File: src/hw/rtl/pvd_pkg.sv
// pvd_pkg: beat and state types for the prefix varint decoder.
// No dependencies; imported by pvd_step and prefix_varint_decoder.
package pvd_pkg;

  localparam int unsigned ValueW = 64;
  localparam int unsigned CountW = 4;

  // Low nibble selector codes of a 1111xxxx leading byte (bits 3:2)
  localparam logic [1:0] SUB_FIXED32 = 2'b00;
  localparam logic [1:0] SUB_FIXED64 = 2'b01;
  localparam logic [1:0] SUB_INVERT  = 2'b10;
  localparam logic [1:0] SUB_SMALL   = 2'b11;

  typedef struct packed {
    logic [7:0] code_byte;
    logic       start_req;
  } item_t;

  typedef struct packed {
    logic [ValueW-1:0] value;
    logic [CountW-1:0] byte_count;
  } result_t;

  typedef struct packed {
    logic              invert_pending;
    logic [3:0]        bytes_remaining;
    logic [ValueW-1:0] accumulator;
    logic [CountW-1:0] length_so_far;
  } dec_state_t;

endpackage

File: src/hw/rtl/pvd_step.sv
// pvd_step: combinational next-state and result logic for one byte.
// Depends on pvd_pkg.
module pvd_step
  import pvd_pkg::*;
(
  input  dec_state_t st,
  input  item_t      item,
  output dec_state_t st_next,
  output logic       emit,
  output result_t    res
);

  dec_state_t        base;
  logic [7:0]        b;
  logic [CountW-1:0] len;
  logic [ValueW-1:0] raw;
  logic [3:0]        rem_dec;

  always_comb begin
    b    = item.code_byte;
    base = item.start_req ? '0 : st;
    // saturating length bump
    len  = (base.length_so_far == {CountW{1'b1}}) ? base.length_so_far
                                                  : base.length_so_far + CountW'(1);
    rem_dec = base.bytes_remaining - 4'd1;
    raw     = '0;
    emit    = 1'b0;
    st_next = base;
    st_next.length_so_far = len;

    if (base.bytes_remaining != 4'd0) begin
      st_next.accumulator     = {base.accumulator[ValueW-9:0], b};
      st_next.bytes_remaining = rem_dec;
      if (rem_dec == 4'd0) begin
        emit = 1'b1;
        raw  = {base.accumulator[ValueW-9:0], b};
      end
    end else if (!b[7]) begin
      emit = 1'b1;
      raw  = {{(ValueW-7){1'b0}}, b[6:0]};
    end else if (b[7:6] == 2'b10) begin
      st_next.accumulator     = {{(ValueW-6){1'b0}}, b[5:0]};
      st_next.bytes_remaining = 4'd1;
    end else if (b[7:5] == 3'b110) begin
      st_next.accumulator     = {{(ValueW-5){1'b0}}, b[4:0]};
      st_next.bytes_remaining = 4'd2;
    end else if (b[7:4] == 4'b1110) begin
      st_next.accumulator     = {{(ValueW-4){1'b0}}, b[3:0]};
      st_next.bytes_remaining = 4'd3;
    end else begin
      unique case (b[3:2])
        SUB_FIXED32: begin
          st_next.accumulator     = '0;
          st_next.bytes_remaining = 4'd4;
        end
        SUB_FIXED64: begin
          st_next.accumulator     = '0;
          st_next.bytes_remaining = 4'd8;
        end
        SUB_INVERT: st_next.invert_pending = ~base.invert_pending;
        SUB_SMALL: begin
          emit = 1'b1;
          raw  = ~{{(ValueW-2){1'b0}}, b[1:0]};
        end
        default: ;
      endcase
    end

    res.value      = base.invert_pending ? ~raw : raw;
    res.byte_count = len;
    if (emit) begin
      st_next = '0;
    end
  end

endmodule

File: src/hw/rtl/prefix_varint_decoder.sv
// prefix_varint_decoder: top level, byte-stream prefix varint decoder.
// Latency: a result appears in the cycle after its completing byte is accepted.
// Throughput: one byte per cycle while no held result waits on result_ready; each
// byte decodes in a single pass of pvd_step between the state and result registers.
// Reset: synchronous active-high rst clears the decode state and the result
// valid; input ready is held low while rst is high.
module prefix_varint_decoder
  import pvd_pkg::*;
(
  input  logic    clk,
  input  logic    rst,
  input  logic    item_valid,
  output logic    item_ready,
  input  item_t   item,
  output logic    result_valid,
  input  logic    result_ready,
  output result_t result
);

  dec_state_t st;
  dec_state_t st_next;
  logic       emit;
  result_t    res;
  logic       take;

  // Result register doubles as the skid: a new byte is taken whenever the
  // held result leaves in the same cycle or none is held.
  assign item_ready = !rst && (!result_valid || result_ready);
  assign take       = item_valid && item_ready;

  pvd_step u_step (
    .st      (st),
    .item    (item),
    .st_next (st_next),
    .emit    (emit),
    .res     (res)
  );

  // decode state: prefix flag, remaining payload bytes, accumulator, length
  always_ff @(posedge clk) begin
    if (rst) begin
      st <= '0;
    end else if (take) begin
      st <= st_next;
    end
  end

  // result beat
  always_ff @(posedge clk) begin
    if (rst) begin
      result_valid <= 1'b0;
    end else if (take) begin
      result_valid <= emit;
    end else if (result_ready) begin
      result_valid <= 1'b0;
    end
  end

  always_ff @(posedge clk) begin
    if (take && emit) begin
      result <= res;
    end
  end

  // a delivered varint is always at least one byte long
  a_count_nonzero: assert property (@(posedge clk) disable iff (rst)
    result_valid |-> result.byte_count != '0)
    else $error("result beat with zero byte_count");

  // reset leaves the decoder idle with no result held
  a_reset_idle: assert property (@(posedge clk)
    $past(rst) |-> (st.bytes_remaining == 4'd0 && !result_valid))
    else $error("decoder not idle after reset");

  // a forced start on a one-byte form completes at once with length one
  a_start_short: assert property (@(posedge clk) disable iff (rst)
    (take && item.start_req && !item.code_byte[7]) |=>
      (result_valid && result.byte_count == 4'd1))
    else $error("one-byte varint after start not delivered");

  // mid-varint, a taken byte with more than one payload byte left never emits and steps the remaining count down by one
  a_busy_no_emit: assert property (@(posedge clk) disable iff (rst)
    (take && !item.start_req && st.bytes_remaining > 4'd1) |=>
      (!result_valid && st.bytes_remaining == $past(st.bytes_remaining) - 4'd1))
    else $error("payload byte count did not step down");

endmodule
File: config.mk
export PLATFORM = sky130hd
export DESIGN_NAME = prefix_varint_decoder
export DESIGN_NICKNAME = d
export VERILOG_FILES = /design/src/hw/rtl/pvd_pkg.sv /design/src/hw/rtl/pvd_step.sv /design/src/hw/rtl/prefix_varint_decoder.sv
export SDC_FILE = /design/constraint.sdc
export NUM_CORES = 1
export LEC_CHECK = 0
export ABC_AREA = 1
export BUFFER_PORTS_ARGS = -buffer_cell sky130_fd_sc_hd__buf_2
export CORE_MARGIN = 2
export CORE_UTILIZATION = 50
export DETAILED_ROUTE_END_ITERATION = 6
export PLACE_DENSITY = 0.71
export SLEW_MARGIN = 20
export SYNTH_ARGS = -nofsm -noshare
export SYNTH_HDL_FRONTEND = slang
export SYNTH_SLANG_ARGS = --single-unit
File: constraint.sdc
create_clock -name clk -period 5.2 [get_ports clk]
set_input_delay 1.56 -clock clk [delete_from_list [all_inputs] [get_ports clk]]
set_output_delay 1.56 -clock clk [all_outputs]
set_load 0.05 [all_outputs]
==> run metrics, run 1 <==
gr usage total=0.213; Clock Skew=0.00602 ns; synthesized area per cell=7.01 sq um; final instance area=0.00855 sq mm; WL/cell=about 13 microns; Filler Cell Count=~1400; placed cell areas=about 0.0079 sq mm; Die H=126 microns; status=complete, but fails checks; diode count=0; Post-synth top flop=edfxtp_1; CP Max Fanout=37; most frequent cells in the layout=nand2_1, nor2_1, inv_1; sequential area share after synthesis=0.448; Tcrit/Tclk final=0.730; CP arrival=3.91 ns; Max IR drop VDD=0.000254 V; initial antenna violation count=0; cell count after synthesis=1070; total power draw=about 2.8 mW; fmax=0.263 GHz; Pleak=4.30 nW; Mapped Nets=1084; Port Buffers=82; post-CTS setup buffer count=0; worst setup path class=in2reg; boundary pin count=83; Critical Path Sink Type=flip-flop; worst hold slack=between 0.4 and 0.5 ns; full die area=0.0160 sq mm; number of routed nets with antenna violations=0; DRC=2; actual slew at the worst max-slew pin=about 1.0 ns; Core Region=about 0.015 sq mm; worst path required time=around 5.3 ns; # setup viols final=0; Final nets=1135; P per Cell Area=between 300 and 400 mW/mm^2; Resize count post-CTS=0; TNS Setup=0 ns; largest net degree at the start of global routing=between 60 and 70; clk_lat worst skew=0.43 ns; H-tree lvl count=4; # rows=44; vias per cell=about 4.8; Final Hold Viols=0; failing checks=DRC; Syn Std Cell Area=0.00750 sq mm; number of synthesized flops with an enable pin=just under 70; clk slew on worst S/H paths=0.05 ns; Syn-to-layout area delta=14.0%; Ys Warns=0; FFs w/ async S/R, synth=0; DRT iter0 DRCs=688; clock sinks=134; global-route wire length before repair=27.5 mm; Max Cap Violations=0; Placer Congestion=0.960; drt first pass iters=7; Root Buffer=clkbuf_16; clock buffer depth=2; gr ovfl total=0; Core Util, Final=0.586; CTS tree=built; R2R cell count=8; Hold WC Path Type=reg2reg; Die X=126 microns; CP startpoint kind=input port; Post-Route WL=~17 mm; synth unique cells=30; Final Slew Violations=0; vias in the first global route=5853; fin crit period=3.80 ns; DR vias=6374; Num CTS Buffers=17; RSZ-0062 raised after global routing=no; Max-slew headroom=0.301; HPWL Detailed=9.88 mm; Hold-fix buffers, CTS=0; hold path depth=2; Yosys reg bits=134; initial core utilization=0.514; layout cells sized above 1=0.121; most common cell after layout, fill and taps aside=nand2_1
-- where the power goes --
group,switching (mW),total [mW],internal [mW]
logic,0.256,0.335,0.0791
registers,0.00773,1.15,1.15
clock network,0.439,1.27,0.827
-- metrics by stage --
step / instances / worst slack [ns]
detailed placement: 1286 / 0.974
global route: 1318 / 1.20
finish: 1318 / 1.40
global placement: 1286 / 1.06
CTS: 1318 / 1.40
floorplan: 1070 / 0.325
-- path summary, 6_finish.rpt --
| check | startpoint | end | slack, ns |
|---|---|---|---|
| worst max-delay path | item[0] | result[48]$_DFFE_PP_ | 1.40 |
| worst min-delay path | st[57]$_SDFFE_PP0P_ | st[57]$_SDFFE_PP0P_ | 0.47 |
| worst max register to register | st[69]$_SDFFE_PP0P_ | result[48]$_DFFE_PP_ | 2.72 |
| worst min register to register | st[57]$_SDFFE_PP0P_ | st[57]$_SDFFE_PP0P_ | 0.47 |
-- layout make-up --
cell class	count	area, sq um	share of cell area
repair buffers	92	510	0.0597
clock buffers	23	509	0.0596
well taps	184	230	0.0269
clock inverters	9	119	0.0139
flip-flops and latches	134	3360	0.393
multi-input cells	750	3340	0.391
inverters	126	473	0.0553
-- synthesized netlist by cell type (2+ instances only) --
cell type	number	area, sq um
xnor2_1	2	17.5
buf_1	3	11.3
nand2_1	435	1630
nand2_2	3	18.8
o211ai_1	2	15.0
inv_1	122	458
nand3_1	32	160
o21ai_0	8	40.0
clkinv_1	2	7.51
inv_2	2	7.51
buf_6	10	113
a21oi_1	27	135
o21ai_2	2	17.5
o21bai_1	2	15.0
nor2_1	163	612
dfxtp_1	66	1320
xor2_1	65	569
buf_2	20	100
clkbuf_1	23	86.3
edfxtp_1	68	2040
buf_4	4	30.0
-- state kept, by name, indices dropped and copies added (netlist names) --
| register | flops |
|---|---|
| result | 68 |
| st | 65 |
| result_valid | 1 |
-- cells by family (layout without fill, tap and decap cells) --
logic type	Yosys count	in the layout	synth area share
AOI/OAI and AO/OA	46	46	0.0362
xor gates and xnor gates	67	67	0.0782
adders and majority gates	1	1	0.00167
buffers and inverters	186	250	0.108
DFF	134	134	0.448
and+or+nand+nor	636	636	0.327
-- worst max-delay path: stages --
cell and delay, ns:
buf_2 0.15, inv_2 0.40, o21ai_1 0.21, nand2_2 0.11
nor2_1 0.05, nand2_1 0.08, nand2_2 0.18, inv_1 0.17
nand2_1 0.10, inv_2 0.54, buf_12 0.29
-- metal layers --
layer / global-route usage / part of all wire / vias to the layer above
met1: 0.268 / 0.45 / 2825
li1: - / - / 3319
met5: 0 / 0 / -
met4: 0.0886 / 0.023 / 0
met2: 0.360 / 0.48 / 196
met3: 0.0405 / 0.051 / 34
(Power assumes the default switching activity.)
==> inputs of run 2 (changes only) <==
ABC_AREA = 0   (was 1)
clock period = 3.8 ns   (was 5.2 ns; I/O delays follow)
==> run metrics, run 2 <==
most frequent cells in the layout=nor3_1, buf_2, edfxtp_1; Max IR drop VDD=0.000217 V (-15%); RR Startpoint=st[70]$_SDFFE_PP0P_; Post-synth top flop=edfxtp_1; Syn-to-layout area delta=14.2%; clock buffer depth=2 (unchanged); max reg flops=68 (unchanged); DRT iter0 DRCs=648 (-5.8%); DR vias=5785 (-9.2%); HPWL Detailed=10.8 mm (+9.7%); Root Buffer=clkbuf_16; Core Region=0.0132 sq mm (-9.2%); vias per cell=6.45 (+33%); slowest stage delay, CP=0.62 ns (+0.08 ns); Mapped Nets=684 (-37%); worst setup path class=in2reg; cell with the largest stage delay on the worst path=a2bb2oi_4; fin crit period=2.96 ns; status=complete, no violations; RSZ-0062 raised after global routing=no; Post-Route WL=17.5 mm (+3.6%); Tcrit/Tclk final=0.778; most common cell in the synthesized netlist=nor3_1; full die area=0.0145 sq mm (-9.1%); Worst Setup SP=item[8]; CP startpoint kind=input port; CTS tree=built; clk_lat worst skew=0.42 ns (about the same); most common cell after layout, fill and taps aside=nor3_1; Final nets=722 (-36%); Hold-fix buffers, CTS=0 (unchanged); Max-slew headroom=0.482 (+0.181); sequential area share after synthesis=0.495 (+0.0463); clock share of power=0.442 (-0.018); FFs w/ async S/R, synth=0 (unchanged); Clock Skew=0.00996 ns (+0.00394 ns); largest registers=result x68, st x65, result_valid x1; Final Slew Violations=0 (unchanged); Die X=121 microns (-4.6%); initial antenna violation count=0 (unchanged); CP Max Fanout=40 (+8.1%); multi-input logic area=0.00302 sq mm (-9.6%); Critical Path Sink Type=flip-flop; Syn Std Cell Area=0.00680 sq mm (-9.4%); Filler Cell Count=1155 (-16%); WL/cell=19.5 microns (+52%); Ys Warns=0 (unchanged); Pleak=2.73 nW (-37%); Max Cap Violations=0 (unchanged); WL met1=7.35 mm (-2.9%); Placer Congestion=0.888 (-7.5%); top post-synthesis cells by area=edfxtp_1, dfxtp_1, nor3_1; drt first pass iters=5 (-2); Yosys reg bits=134 (unchanged); Hold WC Path Type=reg2reg; initial core utilization=0.513 (-0.000734); TNS Setup=0 ns (unchanged); DR WL met2=8.43 mm (+5.0%); # setup viols final=0 (unchanged); actual slew at the worst max-slew pin=0.775 ns (-0.274 ns); worst setup margin=0.842 ns (-0.561 ns); Resize count post-CTS=0 (unchanged); Final Hold Viols=0 (unchanged); H-tree lvl count=4 (unchanged); Placement Setup Slack=0.470 ns (-0.504 ns); DR WL met3=1.38 mm (+61%); layout cells sized above 1=0.239 (+0.118); clock sinks=134 (unchanged); synth unique cells=62 (+110%); switching power total=0.932 mW (+33%); Num CTS Buffers=17 (unchanged); largest net degree at the start of global routing=64 (-5.9%); worst path required time=3.93 ns (-1.39 ns); vias in the first global route=5281 (-9.8%); cell count after synthesis=670 (-37%); Sw Ratio=0.264 (+0.00849); gr usage total=0.246 (+0.0330); number of routed nets with antenna violations=0 (unchanged); Port Buffers=82 (unchanged); post-CTS setup buffer count=0 (unchanged); diode count=0 (unchanged); P per Cell Area=455 mW/mm^2 (+41%); boundary pin count=83 (unchanged); top sig layer=met4; Sequential Area=0.00336 sq mm (unchanged); gr ovfl total=0 (unchanged); Die H=121 microns (-4.6%); Flop pwr share=0.444 (+0.025); internal power=2.60 mW (+27%); fmax=0.338 GHz; Commonest cells post-synth=nor3_1, edfxtp_1, dfxtp_1, nand2_1, a22o_1; # rows=42 (-4.5%); clk slew on worst S/H paths=0.06 ns (about the same); Hold Startpoint=st[52]$_SDFFE_PP0P_; global-route wire length before repair=28.2 mm (+2.4%); CP arrival=3.08 ns (-0.83 ns); number of synthesized flops with an enable pin=68 (unchanged); DRC=0 (-2); combinational share of power=0.114 (-0.008); share of the synthesized area in the top cell type=0.300 (+0.0281); Top reg by flops=result; worst path cell trace=buf_2 > nand4_2 > a2bb2oi_4 > or3_1 > buf_4 > o221ai_1; Yosys top cell by area=edfxtp_1; synthesized area per cell=10.1 sq um (+45%)
-- run 2: changes by cell type in the layout (fill, tap and decap cells not counted), moves of 19 or more --
cell,previous run,this run
nand2_1,432,55
nor2_1,163,15
inv_1,121,5
nor3_1,0,102
xor2_1,65,1
a22o_1,0,52
o221ai_1,0,37
nand3_1,32,7
a21oi_1,27,8
-- run 2: area by class of cell --
cell class	count	area share
Clock buffer	22	0.0652
Clock inverter	10	0.00838
Inverter	6	0.00290
Multi-Input combinational cell	448	0.389
Sequential cell	134	0.433
Tap cell	176	0.0284
Timing Repair Buffer	101	0.0728
-- run 2: critical path: cells and delay by family --
family	cells	cell delay, ns
buf+inv	2	0.61
compound gates	2	0.83
simple gates	2	0.46
-- run 2: worst paths after layout --
path,slack [ns],cells past startpoint,to
setup reg to reg,0.94,5,result[12]$_DFFE_PP_
hold / removal,0.49,1,st[52]$_SDFFE_PP0P_
setup / recovery,0.84,6,result[12]$_DFFE_PP_
hold reg to reg,0.49,1,st[52]$_SDFFE_PP0P_
-- run 2: layer usage --
layer	global-route usage	vias up
met2	0.386	262
li1	-	2686
met3	0.0519	30
met1	0.336	2807
met4	0.0894	0
met5	0	-
-- run 2: cell families after synthesis --
| family | Yosys count | synth area share |
|---|---|---|
| xor gates and xnor gates | 8 | 0.0103 |
| adders and majority gates | 1 | 0.00184 |
| DFF | 134 | 0.495 |
| AOI/OAI and AO/OA | 189 | 0.229 |
| buffers and inverters | 88 | 0.0644 |
| and+or+nand+nor | 248 | 0.196 |
| muxes | 2 | 0.00313 |
-- run 2: power by group through the flow --
stage          registers, mW  clock network, mW  logic [mW]
5_1_grt                 1.57               1.64       0.433
3_3_place_gp            1.60                  0       0.393
2_1_floorplan           1.69                  0       0.227
6_report                1.57               1.56       0.404
3_5_place_dp            1.60                  0       0.400
4_1_cts                 1.57               1.59       0.402
-- run 2: metrics by stage --
stage           util  hold slack [ns]  area [sq um]  cells  total power, mW
2_1_floorplan      -            0.431          6810    670             1.92
3_3_place_gp   0.543            0.469          7190    865             1.99
3_5_place_dp   0.543            0.478          7190    865             2.00
4_1_cts        0.586            0.492          7760    897             3.56
5_1_grt        0.587            0.521          7770    897             3.65
6_report       0.587            0.495          7770    897             3.54
==> inputs of run 3 (changes only) <==
clock period = 2.8 ns   (was 3.8 ns; I/O delays follow)
==> run metrics, run 3 (synthesized netlist as in run 2, its figures left out) <==
full die area=0.0145 sq mm (unchanged); Port Buffers=82 (unchanged); Resize count post-CTS=0 (unchanged); Clock Skew=0.00406 ns (-0.00591 ns); Tcrit/Tclk final=0.806; Die X=121 microns (unchanged); Max-slew headroom=0.511 (+0.0288); met2 Use GR=0.417 (+0.0311); RSZ-0062 raised after global routing=no; clock sinks=134 (unchanged); Hold WC Path Type=reg2reg; DRC=0 (unchanged); Hold Startpoint=st[8]$_SDFFE_PP0P_; Root Buffer=clkbuf_16; Critical Path Sink Type=flip-flop; worst setup margin=0.543 ns (-0.299 ns); largest net degree at the start of global routing=52 (-19%); actual slew at the worst max-slew pin=0.733 ns (-0.0415 ns); max reg flops=68 (unchanged); worst path required time=3.03 ns (-0.90 ns); Syn-to-layout area delta=17.5%; Max IR drop VDD=0.000331 V (+52%); P per Cell Area=616 mW/mm^2 (+35%); fmax=0.443 GHz; number of routed nets with antenna violations=0 (unchanged); clock buffer depth=2 (unchanged); DRT iter0 DRCs=702 (+8.3%); Hold-fix buffers, CTS=0 (unchanged); hold path depth=2 (+1); Filler Cell Count=1144 (-0.95%); Top Usage Layer GRT=met2; Final nets=736 (+1.9%); worst setup path class=in2reg; Final Hold Viols=0 (unchanged); flop2flop setup slack=0.54 ns (-0.40 ns); Die H=121 microns (unchanged); CP startpoint kind=input port; GRT met1 Usage=0.342 (+0.00610); vias in the first global route=5559 (+5.3%); CTS tree=built; most common cell after layout, fill and taps aside=nor3_1; layout cells sized above 1=0.254 (+0.0159); met3 Usage GRT=0.0509 (-0.000943); boundary pin count=83 (unchanged); DR vias=5831 (+0.80%); post-CTS setup buffer count=0 (unchanged); initial core utilization=0.513 (unchanged); most frequent cells in the layout=nor3_1, buf_2, edfxtp_1; status=complete, no violations; Num CTS Buffers=17 (unchanged); global-route wire length before repair=29.4 mm (+4.3%); H-tree lvl count=4 (unchanged); fin crit period=2.26 ns; vias per cell=6.40 (-0.75%); clk_lat worst skew=0.43 ns (about the same); Final Slew Violations=0 (unchanged); # setup viols final=0 (unchanged); Placement Setup Slack=0.144 ns (-0.326 ns); R2R cell count=5 (unchanged); Core Region=0.0132 sq mm (unchanged); hold path endpoint=st[8]$_SDFFE_PP0P_; Top reg by flops=result; Worst Setup SP=item[7]; initial antenna violation count=0 (unchanged); gr ovfl total=0 (unchanged); r2r endpoint=result[52]$_DFFE_PP_; largest registers=result x68, st x65, result_valid x1; WL/cell=19.9 microns (+2.5%); Max Cap Violations=0 (unchanged); diode count=0 (unchanged); CP arrival=2.49 ns (-0.59 ns); Placer Congestion=0.865 (-2.6%); TNS Setup=0 ns (unchanged); RR Startpoint=st[70]$_SDFFE_PP0P_; clk slew on worst S/H paths=0.05 ns (about the same); CP Max Fanout=40 (unchanged); drt first pass iters=5 (unchanged); HPWL Detailed=11.3 mm (+4.7%); gr usage total=0.256 (+0.00994); Post-Route WL=18.2 mm (+4.1%); Pleak=2.83 nW (+3.6%); # rows=42 (unchanged)
-- run 3: changes by cell type in the layout (fill, tap and decap cells not counted), sizes merged --
cell / change
clkinv: -5
buf: +14
clkbuf: +6
inv: -1
-- run 3: power by group --
part | switching (mW) | internal, mW | leakage [nW]
registers | 0.0184 | 2.11 | 1.17
logic | 0.421 | 0.159 | 1.37
clock network | 0.826 | 1.39 | 0.292
-- run 3: stage by stage --
| step | total power, mW | cells | util | hold WS [ns] | area (sq um) |
|---|---|---|---|---|---|
| after global placement | 2.73 | 879 | 0.558 | 0.464 | 7390 |
| after CTS | 4.94 | 911 | 0.603 | 0.479 | 7990 |
| final | 4.92 | 911 | 0.603 | 0.483 | 7990 |
| after detailed placement | 2.75 | 879 | 0.558 | 0.466 | 7390 |
| after global routing | 5.06 | 911 | 0.603 | 0.514 | 7990 |
| after floorplan | 2.61 | 670 | - | 0.431 | 6870 |
-- run 3: layout make-up --
type	count	area (sq um)	area share
sequential	134	3360	0.421
multi-input combinational	448	3060	0.382
timing repair buffer	115	733	0.0917
clock buffer	28	571	0.0714
tap	176	220	0.0276
clock inverter	4	26.3	0.00329
inverter	6	22.5	0.00282
-- run 3: worst max path at each step --
stage	endpoint	depth (start not counted)
after global placement	result[52]$_DFFE_PP_	6
after detailed placement	result[52]$_DFFE_PP_	6
after global routing	result[52]$_DFFE_PP_	5
after CTS	item_ready	3
final	result[52]$_DFFE_PP_	6
after floorplan	result[0]$_DFFE_PP_	5
-- run 3: metal layers --
layer  vias up  wire length [microns]
li1       2713                      -
met1      2832                   7790
met2       258                   8910
met3        28                   1180
met4         0                    299
met5         -                      0
-- run 3: worst max-delay path, cell delays in order --
cell       delay, ns
buf_2           0.28
nand4_2         0.24
a2bb2oi_4       0.20
or3_1           0.31
buf_4           0.29
o311ai_2        0.32
